## src/rtl/core/mswq_pkg.sv

```systemverilog
// Shared types, codes and helper function of the ordered wait queue block.
// Used by the controller, the datapath, the top level and the checker.
// No dependencies.
package mswq_pkg;

  localparam int DEF_QUEUE_DEPTH = 16;
  localparam int DEF_ID_BITS     = 8;

  // Configuration register indexes
  localparam logic [1:0] CFG_MODE  = 2'd0;
  localparam logic [1:0] CFG_ROAD  = 2'd1;
  localparam logic [1:0] CFG_SPEED = 2'd2;

  // Reset values of the configuration registers
  localparam logic [2:0]  RST_MODE  = 3'd0;
  localparam logic [15:0] RST_ROAD  = 16'd50;
  localparam logic [7:0]  RST_SPEED = 8'd10;

  // Scheduling modes
  localparam logic [2:0] MODE_FCFS = 3'd0;
  localparam logic [2:0] MODE_RR   = 3'd1;
  localparam logic [2:0] MODE_PRIO = 3'd2;
  localparam logic [2:0] MODE_SJF  = 3'd3;
  localparam logic [2:0] MODE_RT   = 3'd4;

  // Job classes
  localparam logic [1:0] CLS_NORMAL = 2'd0;
  localparam logic [1:0] CLS_SPORT  = 2'd1;
  localparam logic [1:0] CLS_EMERG  = 2'd2;

  // Result status codes
  localparam logic [1:0] RES_OK    = 2'd0;
  localparam logic [1:0] RES_EMPTY = 2'd1;
  localparam logic [1:0] RES_FULL  = 2'd2;

  typedef enum logic [1:0] {
    REQ_ENQ    = 2'd0,
    REQ_DEQ    = 2'd1,
    REQ_PEEK   = 2'd2,
    REQ_STATUS = 2'd3
  } req_t;

  typedef enum logic [3:0] {
    S_IDLE,
    S_DECODE,
    S_DIV,
    S_SCAN_RD,
    S_SCAN_CHK,
    S_SHIFT_RD,
    S_SHIFT_WR,
    S_INSERT,
    S_HEAD_RD,
    S_HEAD_CHK,
    S_DONE
  } state_t;

  // Which queue offset addresses the entry store
  typedef enum logic [2:0] {
    ADDR_HEAD,
    ADDR_IDX,
    ADDR_K_PREV,
    ADDR_K,
    ADDR_POS
  } addr_sel_t;

  typedef struct packed {
    logic      latch_req;
    logic      div_start;
    logic      div_step;
    logic      idx_inc;
    logic      pos_from_n;
    logic      pos_from_idx;
    logic      k_dec;
    logic      ram_re;
    logic      ram_we;
    addr_sel_t addr_sel;
    logic      wdata_new;
    logic      head_capture;
    logic      pop;
    logic      push;
    logic      out_load;
  } cmd_t;

  typedef struct packed {
    req_t req;
    logic full;
    logic empty;
    logic scan_needed;
    logic mode_sjf;
    logic idx_at_n;
    logic pass;
    logic k_at_pos;
    logic div_last;
  } sts_t;

  // Order of class weights 10 / 5 / 1 kept as a rank
  function automatic logic [1:0] class_rank(input logic [1:0] cls);
    logic [1:0] r;
    begin
      case (cls)
        CLS_EMERG: r = 2'd2;
        CLS_SPORT: r = 2'd1;
        default:   r = 2'd0;
      endcase
      return r;
    end
  endfunction

endpackage

```

## src/rtl/core/mswq_ram.sv

```systemverilog
// Generic simple dual-port RAM with registered read data.
// No dependencies.
module mswq_ram #(
  parameter int WIDTH = 10,
  parameter int DEPTH = 32
) (
  input  logic                     clk,
  input  logic                     we,
  input  logic [$clog2(DEPTH)-1:0] waddr,
  input  logic [WIDTH-1:0]         wdata,
  input  logic                     re,
  input  logic [$clog2(DEPTH)-1:0] raddr,
  output logic [WIDTH-1:0]         rdata
);

  logic [WIDTH-1:0] mem [DEPTH];

  // Write port
  always_ff @(posedge clk) begin
    if (we) begin
      mem[waddr] <= wdata;
    end
  end

  // Registered read port
  always_ff @(posedge clk) begin
    if (re) begin
      rdata <= mem[raddr];
    end
  end

endmodule

```

## src/rtl/core/mswq_ctrl.sv

```systemverilog
// Sequencing state machine of the ordered wait queue block.
// Depends on mswq_pkg; drives the datapath by command struct only.
module mswq_ctrl (
  input  logic          clk,
  input  logic          rst,
  input  logic          in_valid,
  output logic          in_ready,
  output logic          out_valid,
  input  logic          out_ready,
  input  mswq_pkg::sts_t sts,
  output mswq_pkg::cmd_t cmd
);

  mswq_pkg::state_t state, state_next;

  // State register
  always_ff @(posedge clk) begin
    if (rst) begin
      state <= mswq_pkg::S_IDLE;
    end else begin
      state <= state_next;
    end
  end

  // Next state
  always_comb begin
    state_next = state;
    unique case (state)
      mswq_pkg::S_IDLE: begin
        if (in_valid) state_next = mswq_pkg::S_DECODE;
      end
      mswq_pkg::S_DECODE: begin
        unique case (sts.req)
          mswq_pkg::REQ_ENQ: begin
            if (sts.full)             state_next = mswq_pkg::S_DONE;
            else if (sts.mode_sjf)    state_next = mswq_pkg::S_DIV;
            else if (sts.scan_needed) state_next = mswq_pkg::S_SCAN_RD;
            else                      state_next = mswq_pkg::S_SHIFT_RD;
          end
          mswq_pkg::REQ_DEQ, mswq_pkg::REQ_PEEK: begin
            if (sts.empty) state_next = mswq_pkg::S_DONE;
            else           state_next = mswq_pkg::S_HEAD_RD;
          end
          default: state_next = mswq_pkg::S_DONE;
        endcase
      end
      mswq_pkg::S_DIV: begin
        if (sts.div_last) state_next = mswq_pkg::S_SCAN_RD;
      end
      mswq_pkg::S_SCAN_RD: begin
        if (sts.idx_at_n) state_next = mswq_pkg::S_SHIFT_RD;
        else              state_next = mswq_pkg::S_SCAN_CHK;
      end
      mswq_pkg::S_SCAN_CHK: begin
        if (sts.pass) state_next = mswq_pkg::S_SCAN_RD;
        else          state_next = mswq_pkg::S_SHIFT_RD;
      end
      mswq_pkg::S_SHIFT_RD: begin
        if (sts.k_at_pos) state_next = mswq_pkg::S_INSERT;
        else              state_next = mswq_pkg::S_SHIFT_WR;
      end
      mswq_pkg::S_SHIFT_WR: state_next = mswq_pkg::S_SHIFT_RD;
      mswq_pkg::S_INSERT:   state_next = mswq_pkg::S_DONE;
      mswq_pkg::S_HEAD_RD:  state_next = mswq_pkg::S_HEAD_CHK;
      mswq_pkg::S_HEAD_CHK: state_next = mswq_pkg::S_DONE;
      mswq_pkg::S_DONE: begin
        if (!out_valid || out_ready) state_next = mswq_pkg::S_IDLE;
      end
      default: state_next = mswq_pkg::S_IDLE;
    endcase
  end

  // Command outputs
  always_comb begin
    cmd = '0;
    cmd.addr_sel = mswq_pkg::ADDR_HEAD;
    unique case (state)
      mswq_pkg::S_IDLE: begin
        cmd.latch_req = in_valid;
      end
      mswq_pkg::S_DECODE: begin
        cmd.div_start = 1'b1;
        // tail placement needs no scan
        if (sts.req == mswq_pkg::REQ_ENQ && !sts.full && !sts.mode_sjf && !sts.scan_needed)
          cmd.pos_from_n = 1'b1;
      end
      mswq_pkg::S_DIV: begin
        cmd.div_step = 1'b1;
      end
      mswq_pkg::S_SCAN_RD: begin
        cmd.addr_sel = mswq_pkg::ADDR_IDX;
        if (sts.idx_at_n) cmd.pos_from_idx = 1'b1;
        else              cmd.ram_re = 1'b1;
      end
      mswq_pkg::S_SCAN_CHK: begin
        if (sts.pass) cmd.idx_inc = 1'b1;
        else          cmd.pos_from_idx = 1'b1;
      end
      mswq_pkg::S_SHIFT_RD: begin
        cmd.addr_sel = mswq_pkg::ADDR_K_PREV;
        cmd.ram_re   = !sts.k_at_pos;
      end
      mswq_pkg::S_SHIFT_WR: begin
        cmd.addr_sel = mswq_pkg::ADDR_K;
        cmd.ram_we   = 1'b1;
        cmd.k_dec    = 1'b1;
      end
      mswq_pkg::S_INSERT: begin
        cmd.addr_sel  = mswq_pkg::ADDR_POS;
        cmd.ram_we    = 1'b1;
        cmd.wdata_new = 1'b1;
        cmd.push      = 1'b1;
      end
      mswq_pkg::S_HEAD_RD: begin
        cmd.ram_re = 1'b1;
      end
      mswq_pkg::S_HEAD_CHK: begin
        cmd.head_capture = 1'b1;
        cmd.pop          = (sts.req == mswq_pkg::REQ_DEQ);
      end
      mswq_pkg::S_DONE: begin
        cmd.out_load = !out_valid || out_ready;
      end
      default: cmd = '0;
    endcase
  end

  assign in_ready = (state == mswq_pkg::S_IDLE);

  // Output valid: set on load, drop once taken
  always_ff @(posedge clk) begin
    if (rst) begin
      out_valid <= 1'b0;
    end else if (cmd.out_load) begin
      out_valid <= 1'b1;
    end else if (out_ready) begin
      out_valid <= 1'b0;
    end
  end

endmodule

```

## src/rtl/core/mswq_datapath.sv

```systemverilog
// Datapath of the ordered wait queue block: registers, counters, divider,
// placement test and entry store. Depends on mswq_pkg and mswq_ram.
module mswq_datapath #(
  parameter int QUEUE_DEPTH = mswq_pkg::DEF_QUEUE_DEPTH,
  parameter int ID_BITS     = mswq_pkg::DEF_ID_BITS,
  localparam int CW = $clog2(QUEUE_DEPTH + 1)
) (
  input  logic               clk,
  input  logic               rst,
  input  logic               cfg_we,
  input  logic [1:0]         cfg_index,
  input  logic [15:0]        cfg_data,
  input  logic [1:0]         req_type,
  input  logic               direction,
  input  logic [ID_BITS-1:0] job_id,
  input  logic [1:0]         job_class,
  input  mswq_pkg::cmd_t     cmd,
  output mswq_pkg::sts_t     sts,
  output logic [1:0]         status,
  output logic [ID_BITS-1:0] head_id,
  output logic [1:0]         head_class,
  output logic [CW-1:0]      queue_length,
  output logic [CW-1:0]      emergency_waiting
);

  localparam int SW   = (QUEUE_DEPTH > 1) ? $clog2(QUEUE_DEPTH) : 1;
  localparam int AW   = SW + 1;
  localparam int EW   = ID_BITS + 2;
  localparam int SUMW = CW + 1;

  // Configuration registers
  logic [2:0]  sched_mode;
  logic [15:0] trip_len;
  logic [7:0]  speed_div;

  always_ff @(posedge clk) begin
    if (rst) begin
      sched_mode <= mswq_pkg::RST_MODE;
      trip_len   <= mswq_pkg::RST_ROAD;
      speed_div  <= mswq_pkg::RST_SPEED;
    end else if (cfg_we) begin
      case (cfg_index)
        mswq_pkg::CFG_MODE:  sched_mode <= cfg_data[2:0];
        mswq_pkg::CFG_ROAD:  trip_len   <= cfg_data;
        mswq_pkg::CFG_SPEED: speed_div  <= cfg_data[7:0];
        default: ;
      endcase
    end
  end

  // Latched transaction
  mswq_pkg::req_t     req_q;
  logic               dir_q;
  logic [ID_BITS-1:0] id_q;
  logic [1:0]         cls_q;

  always_ff @(posedge clk) begin
    if (cmd.latch_req) begin
      req_q <= mswq_pkg::req_t'(req_type);
      dir_q <= direction;
      id_q  <= job_id;
      cls_q <= job_class;
    end
  end

  // Per-queue counts and head pointers
  logic [CW-1:0] cnt  [2];
  logic [CW-1:0] emg  [2];
  logic [SW-1:0] head [2];
  logic [CW-1:0] n;
  logic [EW-1:0] rdata;
  logic [1:0]    rd_cls;

  assign n      = cnt[dir_q];
  assign rd_cls = rdata[1:0];

  // Offset within a queue to store slot, wrapping around the ring
  function automatic logic [SW-1:0] slot_of(input logic [SW-1:0] hd, input logic [CW-1:0] off);
    logic [SUMW-1:0] s;
    begin
      s = SUMW'(hd) + SUMW'(off);
      if (s >= SUMW'(QUEUE_DEPTH)) s = s - SUMW'(QUEUE_DEPTH);
      return s[SW-1:0];
    end
  endfunction

  logic [SW-1:0] hd_next;
  assign hd_next = slot_of(head[dir_q], CW'(1));

  always_ff @(posedge clk) begin
    if (rst) begin
      cnt[0]  <= '0;
      cnt[1]  <= '0;
      emg[0]  <= '0;
      emg[1]  <= '0;
      head[0] <= '0;
      head[1] <= '0;
    end else if (cmd.push) begin
      cnt[dir_q] <= n + CW'(1);
      if (cls_q == mswq_pkg::CLS_EMERG) emg[dir_q] <= emg[dir_q] + CW'(1);
    end else if (cmd.pop) begin
      cnt[dir_q]  <= n - CW'(1);
      head[dir_q] <= hd_next;
      if (rd_cls == mswq_pkg::CLS_EMERG && emg[dir_q] != '0)
        emg[dir_q] <= emg[dir_q] - CW'(1);
    end
  end

  // Scan index, shift index and insertion point
  logic [CW-1:0] idx, k, pos;

  always_ff @(posedge clk) begin
    if (cmd.div_start) begin
      idx <= '0;
    end else if (cmd.idx_inc) begin
      idx <= idx + CW'(1);
    end
    if (cmd.pos_from_n) begin
      pos <= n;
      k   <= n;
    end else if (cmd.pos_from_idx) begin
      pos <= idx;
      k   <= n;
    end else if (cmd.k_dec) begin
      k <= k - CW'(1);
    end
  end

  // Serial divider: trip length over speed divisor times 1, 2 and 3
  logic [15:0] est0, est1, est2;
  logic [1:0]  div_sel;
  logic [3:0]  div_cnt;
  logic [9:0]  div_rem;
  logic [15:0] div_quo;
  logic [9:0]  divisor;
  logic [10:0] rem_sh;
  logic        div_ge;
  logic [15:0] quo_fin;

  always_comb begin
    case (div_sel)
      2'd0:    divisor = {2'b00, speed_div};
      2'd1:    divisor = {1'b0, speed_div, 1'b0};
      default: divisor = {2'b00, speed_div} + {1'b0, speed_div, 1'b0};
    endcase
  end

  assign rem_sh  = {div_rem, trip_len[~div_cnt]};
  assign div_ge  = (rem_sh >= {1'b0, divisor});
  // zero speed saturates the estimate
  assign quo_fin = (divisor == '0) ? 16'hFFFF : {div_quo[14:0], div_ge};

  always_ff @(posedge clk) begin
    if (cmd.div_start) begin
      div_sel <= '0;
      div_cnt <= '0;
      div_rem <= '0;
    end else if (cmd.div_step) begin
      div_quo <= {div_quo[14:0], div_ge};
      div_rem <= div_ge ? 10'(rem_sh - {1'b0, divisor}) : rem_sh[9:0];
      div_cnt <= div_cnt + 4'd1;
      if (div_cnt == 4'd15) begin
        div_rem <= '0;
        div_sel <= div_sel + 2'd1;
        case (div_sel)
          2'd0:    est0 <= quo_fin;
          2'd1:    est1 <= quo_fin;
          default: est2 <= quo_fin;
        endcase
      end
    end
  end

  function automatic logic [15:0] est_of(input logic [1:0] cls, input logic [15:0] e0,
                                         input logic [15:0] e1, input logic [15:0] e2);
    logic [15:0] e;
    begin
      case (cls)
        mswq_pkg::CLS_SPORT: e = e1;
        mswq_pkg::CLS_EMERG: e = e2;
        default:             e = e0;
      endcase
      return e;
    end
  endfunction

  // Placement test of the stored entry against the new one
  logic pass;

  always_comb begin
    case (sched_mode)
      mswq_pkg::MODE_PRIO:
        pass = mswq_pkg::class_rank(rd_cls) >= mswq_pkg::class_rank(cls_q);
      mswq_pkg::MODE_SJF:
        pass = est_of(rd_cls, est0, est1, est2) <= est_of(cls_q, est0, est1, est2);
      default:
        pass = (rd_cls == mswq_pkg::CLS_EMERG);
    endcase
  end

  // Status to the controller
  always_comb begin
    sts.req         = req_q;
    sts.full        = (n == CW'(QUEUE_DEPTH));
    sts.empty       = (n == '0);
    sts.mode_sjf    = (sched_mode == mswq_pkg::MODE_SJF);
    sts.scan_needed = (sched_mode == mswq_pkg::MODE_PRIO) ||
                      (sched_mode == mswq_pkg::MODE_SJF) ||
                      (sched_mode == mswq_pkg::MODE_RT && cls_q == mswq_pkg::CLS_EMERG);
    sts.idx_at_n    = (idx == n);
    sts.pass        = pass;
    sts.k_at_pos    = (k == pos);
    sts.div_last    = (div_sel == 2'd2) && (div_cnt == 4'd15);
  end

  // Entry store address
  logic [CW-1:0] off;
  logic [AW-1:0] addr;

  always_comb begin
    case (cmd.addr_sel)
      mswq_pkg::ADDR_IDX:    off = idx;
      mswq_pkg::ADDR_K_PREV: off = k - CW'(1);
      mswq_pkg::ADDR_K:      off = k;
      mswq_pkg::ADDR_POS:    off = pos;
      default:               off = '0;
    endcase
  end

  assign addr = {dir_q, slot_of(head[dir_q], off)};

  mswq_ram #(
    .WIDTH (EW),
    .DEPTH (2 ** AW)
  ) u_ram (
    .clk   (clk),
    .we    (cmd.ram_we),
    .waddr (addr),
    .wdata (cmd.wdata_new ? {id_q, cls_q} : rdata),
    .re    (cmd.ram_re),
    .raddr (addr),
    .rdata (rdata)
  );

  // Head capture and result register
  logic [ID_BITS-1:0] hid;
  logic [1:0]         hcls;
  logic [1:0]         res;

  always_comb begin
    res = mswq_pkg::RES_OK;
    if (req_q == mswq_pkg::REQ_ENQ && sts.full) res = mswq_pkg::RES_FULL;
    else if ((req_q == mswq_pkg::REQ_DEQ || req_q == mswq_pkg::REQ_PEEK) && sts.empty)
      res = mswq_pkg::RES_EMPTY;
  end

  logic [1:0] res_q;

  always_ff @(posedge clk) begin
    if (cmd.div_start) begin
      hid   <= '0;
      hcls  <= '0;
      res_q <= res;
    end else if (cmd.head_capture) begin
      hid  <= rdata[EW-1:2];
      hcls <= rd_cls;
    end
  end

  always_ff @(posedge clk) begin
    if (cmd.out_load) begin
      status            <= res_q;
      head_id           <= hid;
      head_class        <= hcls;
      queue_length      <= n;
      emergency_waiting <= emg[dir_q];
    end
  end

endmodule

```

## src/rtl/core/mode_selectable_ordered_wait_queue_top.sv

```systemverilog
// Top level of the mode-selectable ordered wait queue block.
// Depends on mswq_pkg, mswq_ctrl and mswq_datapath.
//
//  channel  | handshake            | payload
//  ---------+----------------------+-------------------------------------------
//  request  | in_valid / in_ready  | req_type, direction, job_id, job_class
//  result   | out_valid/out_ready  | status, head_id, head_class, queue_length,
//           |                      | emergency_waiting
//  config   | cfg_we               | cfg_index, cfg_data
//
// Status requests and rejected requests go straight to the result; dequeue and
// peek read the head first. Enqueue moves each entry behind the insertion point
// up one slot, after the placement scan has read the entries it passes; in
// shortest job mode a serial divider for the three estimates runs first. The
// single entry-store address sets the scan and shift steps. One transaction is in
// work at a time; a finished result waits in the output register while the
// next request is taken, and a result still not taken holds the last step.
// Reset empties both queues.
module mode_selectable_ordered_wait_queue_top #(
  parameter int QUEUE_DEPTH = mswq_pkg::DEF_QUEUE_DEPTH,
  parameter int ID_BITS     = mswq_pkg::DEF_ID_BITS
) (
  input  logic                               clk,
  input  logic                               rst,
  input  logic                               cfg_we,
  input  logic [1:0]                         cfg_index,
  input  logic [15:0]                        cfg_data,
  input  logic                               in_valid,
  output logic                               in_ready,
  input  logic [1:0]                         req_type,
  input  logic                               direction,
  input  logic [ID_BITS-1:0]                 job_id,
  input  logic [1:0]                         job_class,
  output logic                               out_valid,
  input  logic                               out_ready,
  output logic [1:0]                         status,
  output logic [ID_BITS-1:0]                 head_id,
  output logic [1:0]                         head_class,
  output logic [$clog2(QUEUE_DEPTH+1)-1:0]   queue_length,
  output logic [$clog2(QUEUE_DEPTH+1)-1:0]   emergency_waiting
);

  mswq_pkg::cmd_t cmd;
  mswq_pkg::sts_t sts;

  mswq_ctrl u_ctrl (
    .clk       (clk),
    .rst       (rst),
    .in_valid  (in_valid),
    .in_ready  (in_ready),
    .out_valid (out_valid),
    .out_ready (out_ready),
    .sts       (sts),
    .cmd       (cmd)
  );

  mswq_datapath #(
    .QUEUE_DEPTH (QUEUE_DEPTH),
    .ID_BITS     (ID_BITS)
  ) u_dp (
    .clk               (clk),
    .rst               (rst),
    .cfg_we            (cfg_we),
    .cfg_index         (cfg_index),
    .cfg_data          (cfg_data),
    .req_type          (req_type),
    .direction         (direction),
    .job_id            (job_id),
    .job_class         (job_class),
    .cmd               (cmd),
    .sts               (sts),
    .status            (status),
    .head_id           (head_id),
    .head_class        (head_class),
    .queue_length      (queue_length),
    .emergency_waiting (emergency_waiting)
  );

endmodule

```

## config.mk

```make
export PLATFORM = sky130hd
export DESIGN_NAME = mode_selectable_ordered_wait_queue_top
export DESIGN_NICKNAME = d
export VERILOG_FILES = /design/src/rtl/core/mswq_pkg.sv /design/src/rtl/core/mswq_ram.sv /design/src/rtl/core/mswq_ctrl.sv /design/src/rtl/core/mswq_datapath.sv /design/src/rtl/core/mode_selectable_ordered_wait_queue_top.sv
export SDC_FILE = /design/constraint.sdc
export NUM_CORES = 1
export LEC_CHECK = 0
export ABC_AREA = 0
export BUFFER_PORTS_ARGS = -buffer_cell sky130_fd_sc_hd__buf_2
export CAP_MARGIN = 25
export CELL_PAD_IN_SITES_DETAIL_PLACEMENT = 2
export CELL_PAD_IN_SITES_GLOBAL_PLACEMENT = 2
export CORE_MARGIN = 2
export CORE_UTILIZATION = 46
export DETAILED_ROUTE_END_ITERATION = 8
export HOLD_SLACK_MARGIN = 0.15
export PLACE_DENSITY = 0.77
export SETUP_SLACK_MARGIN = 0.05
export SYNTH_ARGS = -nofsm -noshare
export SYNTH_HDL_FRONTEND = slang
export SYNTH_SLANG_ARGS = --single-unit
export TNS_END_PERCENT = 1
```

## constraint.sdc

```tcl
create_clock -name clk -period 5 [get_ports clk]
set_clock_uncertainty 0.2 [all_clocks]
set_input_delay 0.25 -clock clk [delete_from_list [all_inputs] [get_ports clk]]
set_output_delay 0.25 -clock clk [all_outputs]
set_load 0.05 [all_outputs]
```

# Word-level counts from Yosys, hierarchy flattened
# Memory sizes are Yosys's and may differ from the RTL's. A register that Yosys moved wholly into a read port is not among the register bits.
# Cells that the tools add are included.
[op_classes]
reduce_logical = 43
mux = 91
n_lt_le_gt_ge = 6
bitwise = 5
eq_ne = 34
addsub = 14
[op_table]
columns = ["cell", "n"]
rows = [
  ["$pmux W16 S2", 2],
  ["$mux W1", 49],
  ["$mux W16", 3],
  ["$mux W5", 9],
  ["$pmux W4 S10", 1],
  ["$mux W4", 8],
  ["$mux W10", 3],
  ["$pmux W10 S2", 1],
  ["$pmux W5 S4", 1],
  ["$eq A4 B3 Y1 const B", 4],
  ["$eq A4 B4 Y1 const B", 4],
  ["$le A16 B16 Y1", 1],
  ["$add A5 B1 Y5 const B", 3],
  ["$sub A5 B1 Y5 const B", 3],
  ["$eq A3 B2 Y1 const B", 4],
  ["$pmux W3 S4", 1],
  ["$reduce_and A4 Y1", 3],
  ["$ge A11 B10 Y1", 1],
  ["$add A8 B9 Y10", 1],
  ["$eq A2 B1 Y1 const B", 5],
  ["$eq A2 B2 Y1 const B", 5],
  ["$eq A5 B5 Y1", 2],
  ["$logic_not A10 Y1", 1],
  ["$reduce_and A2 Y1", 5],
  ["40 further kinds", 73],
]
[totals]
n_memories = 4
regBits = 173
output_inout_bits = 24
ramBits = 348
wordCells = 224
[mem_list]
columns = ["name", "words", "word_bits", "read_ports", "rd_ports_with_merged_regs", "wr", "line", "text"]
rows = [
  ["u_dp.u_ram.mem", 32, 10, 1, 1, 1, "mswq_ram.sv:16", "logic [WIDTH-1:0] mem [DEPTH];"],
  ["u_dp.cnt", 2, 5, 1, 1, 2, "mswq_datapath.sv:67", "logic [CW-1:0] cnt [2];"],
  ["u_dp.emg", 2, 5, 1, 1, 2, "mswq_datapath.sv:68", "logic [CW-1:0] emg [2];"],
  ["u_dp.head", 2, 4, 1, 1, 2, "mswq_datapath.sv:69", "logic [SW-1:0] head [2];"],
]

# Longest topological paths before layout
# Gate-level depths: netlist (run 1).
[depth]
depth_word = 10
depth_mapped = 16
ltp_nobuf = 14

# Modules after synthesis
# From an unflattened synthesis (run 1), not the netlist that was laid out.
[hier_totals]
hier_cells = 1757
area_unflattened_um2 = 23865.4
[by_module_without_submodules]
columns = ["module", "area_each_um2", "cells_each", "n_inst"]
rows = [
  ["mswq_ram", 13093.8, 733, 1],
  ["mswq_datapath", 10178.5, 941, 1],
  ["mswq_ctrl", 593.1, 83, 1],
]

# Worst setup path after synthesis (run 1)
# No wires, ideal clock.
[synth_path]
path_kind = "register to register"
startpoint = "register u_ctrl.state[1]"
endpoint = "memory u_dp.u_ram.mem[8][0], enable pin"
path_slack_ps = 371
required_ps = 4410
period_less_slack_ps = 4629
n_path_buf = 4
stages_incl_launch_ff = 13
arrival_time_ps = 4039
cell_sequence = "dfxtp_1 > buf_2 > nand2_1 > nor2_1 > clkbuf_1 > a22oi_1 > o21ai_0 > fa_1 > buf_2 > clkbuf_1 > or4_1 > or2_2 > nor3_1"
[synth_between]
elab_chain_len = 7
elab_cells_between_ends = 18
[synth_lines]
columns = ["element", "line", "text"]
rows = [
  ["start: declaration", "mswq_ctrl.sv:14", "mswq_pkg::state_t state, state_next;"],
  ["start signal: assignment", "mswq_ctrl.sv:19", "state <= mswq_pkg::S_IDLE;"],
  ["start signal: assignment", "mswq_ctrl.sv:21", "state <= state_next;"],
  ["$eq A4 B3 Y1 or $eq A4 B2 Y1 (tied branches)", "mswq_ctrl.sv:77", "unique case (state)"],
  ["$pmux W3 S4", "mswq_ctrl.sv:77", ""],
  ["$eq A3 B3 Y1, or another cell as far along", "mswq_datapath.sv:221", "case (cmd.addr_sel)"],
  ["$pmux W5 S4", "mswq_datapath.sv:221", ""],
  ["$add A4 B5 Y6", "mswq_datapath.sv:81", "s = SUMW'(hd) + SUMW'(off);"],
  ["$ge A6 B5 Y1 or $sub A4 B1 Y4 (tied branches)", "mswq_datapath.sv:82", "if (s >= SUMW'(QUEUE_DEPTH)) s = s - SUMW'(QUEUE_DEPTH);"],
  ["$mux W4", "mswq_datapath.sv:82", ""],
  ["end: declaration", "mswq_ram.sv:16", ""],
]
# Parallel ways exist; a longest one is shown, timed or not.

# Worst setup path in the final report (run 1)
[layout_path]
startpoint = "register u_ctrl.state[1]"
endpoint = "memory u_dp.u_ram.mem[14][0], enable pin"
# Same word-level chain as after synthesis.

==> impl_metrics.toml, run 1 <==
[synthesis]
synth_area_um2 = 23400
ys_ff_latch = 532
synth_edf_count = 468
syn-num-nets = 1636
synth_cell_types = 74
ys_async_sr_fraction = 0
ys.flop_type = "edfxtp_1"
avgSynthCellArea_um2 = 15.3
ys_warn_count = 0
synthCells = 1532
yosys.area.top_type = "edfxtp_1"
synth_top_area_frac = 0.601
synth-seq-area-share = 0.656
synth_area_leaders = "edfxtp_1, mux4_2, dfxtp_1"

[routing]
wl_um = 75600
num_vias = 14700
route.detailed.drc = 0
routedWlPerCell_um = 31.1
drtIter0Drc = 1048
drt_first_pass_iters = 5
ant_nets = 0
viasPerCell = 6.04

[place]
io_buffers = 59
place_ws_ns = 0.674
dp_hpwl_um = 46400
placed_cell_area_um2 = 24900
gp_congestion = 0.823

[clocking]
root_buffer = "clkbuf_16"
h-tree-depth = 2
clock-sinks = 532
clk_path_buf_depth = 3
cts_tree = "built"
cts_buffers = 56
clock_latency_ns = 0.66
path_clk_slew_ns = 0.07

[global_routing]
antenna_found_initial = 2
grtUsageTotal = 0.292
grt_pass1_vias = 16500
grt_start_max_net_pins = 61
grt_pass1_wl_um = 112000
overflow = 0

[floorplan]
die_h_um = 229
std_cell_rows = 82
dieArea_um2 = 52600
initial_core_util = 0.466
die_x_um = 229
fp.coreArea_um2 = 50200
ios = 60

[pwr]
combPwrFrac = 0.256
p_leak_uw = 0.00946
internal-power_uw = 9080
p_switching_uw = 4240
swShare = 0.318
p_seq_frac = 0.418
clkPwrFrac = 0.325
p_per_area_nw_per_um2 = 488
ir_drop_mv = 0.334

[sta]
finalHoldViolations = 0
setup_ws_ns = 0.365
timing.final.crit_share = 0.927
setup_viol_count_final = 0
fmax_ghz = 0.216
slew_viol_final = 0
slew_headroom = 0.335
finalCriticalPeriod_ns = 4.64
rsz0062_at_grt = "false"
setup_tns_ns = 0
tightestPinTransition_ns = 0.997

[setup_path]
required_ns = 5.13
crit_path_start_kind = "flop"
worstPathArrival_ns = 4.76
crit_start = "u_ctrl.state[1]"
crit_type = "reg -> reg"
cp_max_fo = 21
crit_path_end_kind = "flop"
rr_startpoint = "u_ctrl.state[1]"

[min_path]
hp-class = "in -> reg"
hold_start = "job_id[5]"

[final_layout]
layout-drive-gt1-share = 0.214
fillCellCount = 4483
syn2layout_area_growth_pct = 16.9
final_cell_area_um2 = 27300
fin_nets = 1817

[outcome]
status = "completed"

[job]
maxCapViolCount = 0
## synth_stat cells, types with 37 or more instances
cell / count
edfxtp_1: 468
nand2_1: 117
clkbuf_1: 47
a22oi_1: 37
nor2_1: 114
mux4_2: 105
mux2i_1: 37
dfxtp_1: 64
a21oi_1: 72
ha_1: 63
inv_1: 37
o21ai_0: 54
## through the flow
stage | cells | hold WS (ns) | util | total power [uW]
detailed placement | 2270 | 0.222 | 0.495 | 8940
CTS | 2429 | 0.152 | 0.544 | 13300
floorplan | 1532 | 0.149 | - | 7770
global route | 2432 | 0.166 | 0.544 | 13800
finish | 2432 | 0.174 | 0.544 | 13300
global placement | 2270 | 0.207 | 0.495 | 8730
## timing repair
item | in CTS | in global routing
gates resized for setup | 0 | 0
hold buffers | 56 | 0
setup buffers | 0 | 0
hold endpoints to repair | 54 | 0
## power groups by stage
stage | clock network [uW] | registers, uW | logic (uW)
after CTS | 4360 | 5570 | 3380
after floorplan | 0 | 5540 | 2230
final | 4330 | 5580 | 3410
after global routing | 4540 | 5590 | 3660
after detailed placement | 0 | 5650 | 3290
after global placement | 0 | 5630 | 3090
## final cells by class
cell class,instances,area (um2),area share
flip-flops and latches,532,15300,0.562
multi-input cells,886,7580,0.278
repair buffers,198,1520,0.0558
clock buffers,71,1500,0.0548
well taps,672,841,0.0308
clock inverters,32,374,0.0137
inverters,39,146,0.00536
diodes,2,5.00,0.000183
## flip-flops by register name, summed over array words and instances, names as in the netlist, 10 cells and up, named ones only
name,flops
u_dp.u_ram.mem,320
u_dp.trip_len,16
u_dp.est0,16
u_dp.u_ram.rdata,10
u_dp.cnt,10
u_dp.div_rem,10
u_dp.est2,16
u_dp.emg,10
u_dp.div_quo,15
u_dp.est1,16
## metal layers
layer / wire [um] / global-route usage
met2: 40200 / 0.529
met1: 28300 / 0.340
met5: 0 / 0
met3: 3500 / 0.0425
met4: 3670 / 0.137
## cells in the final DEF, fill, tap and decap left out, types with 37 or more instances in the layout
| master | count |
|---|---|
| edfxtp_1 | 468 |
| nand2_1 | 117 |
| nor2_1 | 114 |
| mux4_2 | 105 |
| buf_4 | 79 |
| a21oi_1 | 72 |
| dfxtp_1 | 64 |
| ha_1 | 62 |
| buf_2 | 59 |
| clkbuf_16 | 56 |
| dlygate4sd3_1 | 56 |
| o21ai_0 | 52 |
| inv_1 | 37 |
| a22oi_1 | 37 |
| mux2i_1 | 37 |
## critical path, cell delays in order, from the launching register on
cell     delay (ns)
dfxtp_1        0.61
nor2b_1        0.16
and2_0         0.19
o21ai_0        0.25
a21oi_1        0.18
ha_4           0.20
fa_4           0.81
buf_4          0.36
nand3_1        0.34
or2_2          0.44
nor3_1         0.28
buf_4          0.27
## logic make-up after synthesis
logic type      after synthesis  share of synthesized area
fa+ha+maj                    68                     0.0380
flops                       532                      0.656
buf+inv                     114                     0.0213
compound gates              244                     0.0669
xor+xnor                     36                     0.0138
mux                         166                      0.129
simple gates                372                     0.0749
## path summary, 6_finish.rpt
| check | endpoint | slack (ns) | depth (start not counted) |
|---|---|---|---|
| setup / recovery | u_dp.u_ram.mem[14][0] | 0.36 | 11 |
| setup reg to reg | u_dp.u_ram.mem[14][0] | 0.36 | 11 |
| hold reg to reg | u_dp.status[1] | 0.24 | 0 |
| hold / removal | u_dp.id_q[5] | 0.17 | 2 |
Power figures use the tool's default switching activity.
==> inputs of run 2 (changes only) <==
- CORE_UTILIZATION: 46 -> 48
- CTS_BUF_LIST: default -> sky130_fd_sc_hd__clkbuf_4 sky130_fd_sc_hd__clkbuf_8
- PLACE_DENSITY: 0.77 -> 0.8
- SETUP_SLACK_MARGIN: 0.05 -> default
==> impl_metrics.toml, run 2 (synthesis gave the netlist of run 1 again) <==
[sta]
holdWs_ns = 0.182
setup_viol_count_final = 0
setup_tns_ns = 0
tightestPinTransition_ns = 0.990
rsz0062_at_grt = "false"
fmax_ghz = 0.210
finalCriticalPeriod_ns = 4.75
finalHoldViolations = 0
slew_headroom = 0.340
timing.final.crit_share = 0.950
slew_viol_final = 0
setup_ws_ns = 0.248

[final_layout]
final_cell_area_um2 = 27400
fin_nets = 1862
diodes = 0
regMostFlops = "u_dp.u_ram.mem"
syn2layout_area_growth_pct = 17.3
layout_common_cells = "edfxtp_1, nand2_1, nor2_1, mux4_2, clkbuf_8"
largest_reg_flops = 320
layout-drive-gt1-share = 0.234
mostFrequentLayoutCell = "edfxtp_1"

[global_routing]
grt_start_max_net_pins = 44
grt_pass1_vias = 17600
grtUsageTotal = 0.353
grt_pass1_wl_um = 127000
antenna_found_initial = 0
overflow = 0

[setup_path]
worst-path-stages = 11
required_ns = 5.18
critical-path-top-delay-family = "simple AND/OR/NAND/NOR gates"
crit_path_start_kind = "flop"
r2r_end = "u_dp.u_ram.mem[12][2]"
cp_max_fo = 13
crit_path_end = "u_dp.u_ram.mem[12][2]"
r2r_cells = 11
crit_start = "u_ctrl.state[1]"
worstPathArrival_ns = 4.93
crit_type = "reg -> reg"
cp_cell_sequence = "nand2b_1 > o22a_1 > o21ai_0 > ha_1 > a21o_1 > a21oi_1 > xor2_1 > xnor2_2 > or2_2 > nor3_1 > buf_4"
r2r_slack_ns = 0.25
critPathSlowestCell = "dfxtp_1"
rr_startpoint = "u_ctrl.state[1]"
cp_num_buf_inv = 1
crit_path_end_kind = "flop"
critPathMaxStageDelay_ns = 0.58

[clocking]
clock_latency_ns = 0.72
cts_resized = 0
clock-sinks = 532
root_buffer = "clkbuf_8"
clk_path_buf_depth = 3
h-tree-depth = 3
postCtsSetupRepairBufs = 0
cts_buffers = 88
cts_tree = "built"
hold_buffers = 79
path_clk_slew_ns = 0.07

[outcome]
status = "completed"

[routing]
routedWlPerCell_um = 35.6
wl_um = 87000
drtIter0Drc = 1636
num_vias = 15800
route.detailed.drc = 0
viasPerCell = 6.46
drt_first_pass_iters = 6
ant_nets = 0

[floorplan]
ios = 60
die_x_um = 225
die_h_um = 225
fp.coreArea_um2 = 47800
initial_core_util = 0.488
std_cell_rows = 80
dieArea_um2 = 50500

[job]
maxCapViolCount = 0

[place]
placed_cell_area_um2 = 24700
place_ws_ns = 0.623
gp_congestion = 0.783
io_buffers = 59
dp_hpwl_um = 44900

[min_path]
hp-class = "in -> reg"

[pwr]
ir_drop_mv = 0.401
total_power_uw = 13500
p_per_area_nw_per_um2 = 493
p_leak_uw = 0.00955
==> run 2: cell count changes in the layout (fill, tap and decap cells not counted), sizes merged <==
| cell | delta |
|---|---|
| clkinvlp | -3 |
| buf | -10 |
| clkinv | +7 |
| clkbuf | +54 |
| dlygate4sd3 | +23 |
| inv | +4 |
| diode | -2 |
| bufinv | -3 |
==> run 2: area by class of cell <==
type                    count  area (um2)
fillers                  4139       20400
flip-flops and latches    532       15300
multi-input cells         886        7580
repair buffers            211        1750
clock buffers             125        1530
well taps                 615         769
clock inverters            37         279
inverters                  39         146
==> run 2: worst min-delay path by stage <==
stage | slack (ns) | cells past startpoint | to | startpoint
final | 0.18 | 4 | u_dp.speed_div[5] | cfg_data[5]
after global routing | 0.20 | 4 | u_dp.speed_div[5] | cfg_data[5]
after CTS | 0.16 | 4 | u_dp.speed_div[5] | cfg_data[5]
after detailed placement | 0.22 | 0 | u_dp.status[1] | u_dp.res_q[1]
after global placement | 0.21 | 0 | u_dp.status[0] | u_dp.res_q[0]
after floorplan | 0.15 | 0 | u_dp.cls_q[0] | job_class[0]
==> run 2: power breakdown <==
| group | leakage, uW | internal [uW] | switching (uW) |
|---|---|---|---|
| registers | 0.00478 | 5360 | 201 |
| logic | 0.00381 | 1340 | 2360 |
| clock network | 0.000962 | 2160 | 2110 |
| total | 0.00955 | 8850 | 4660 |
==> run 2: worst min-delay path: stages <==
cell	delay, ns
dlygate4sd3_1	0.53
buf_2	0.12
mux2i_1	0.06
nor2_1	0.09
==> run 2: metrics by stage <==
stage / util / instances
3_3_place_gp: 0.516 / 2200
2_1_floorplan: - / 1532
4_1_cts: 0.571 / 2443
3_5_place_dp: 0.517 / 2202
6_report: 0.573 / 2445
5_1_grt: 0.573 / 2445
==> run 2: routing by layer <==
| metal | part of all wire | vias up | track usage |
|---|---|---|---|
| met1 | 0.37 | 8391 | 0.420 |
| li1 | - | 6389 | - |
| met3 | 0.063 | 246 | 0.0662 |
| met2 | 0.52 | 775 | 0.619 |
| met4 | 0.048 | 0 | 0.170 |
| met5 | 0 | - | 0 |
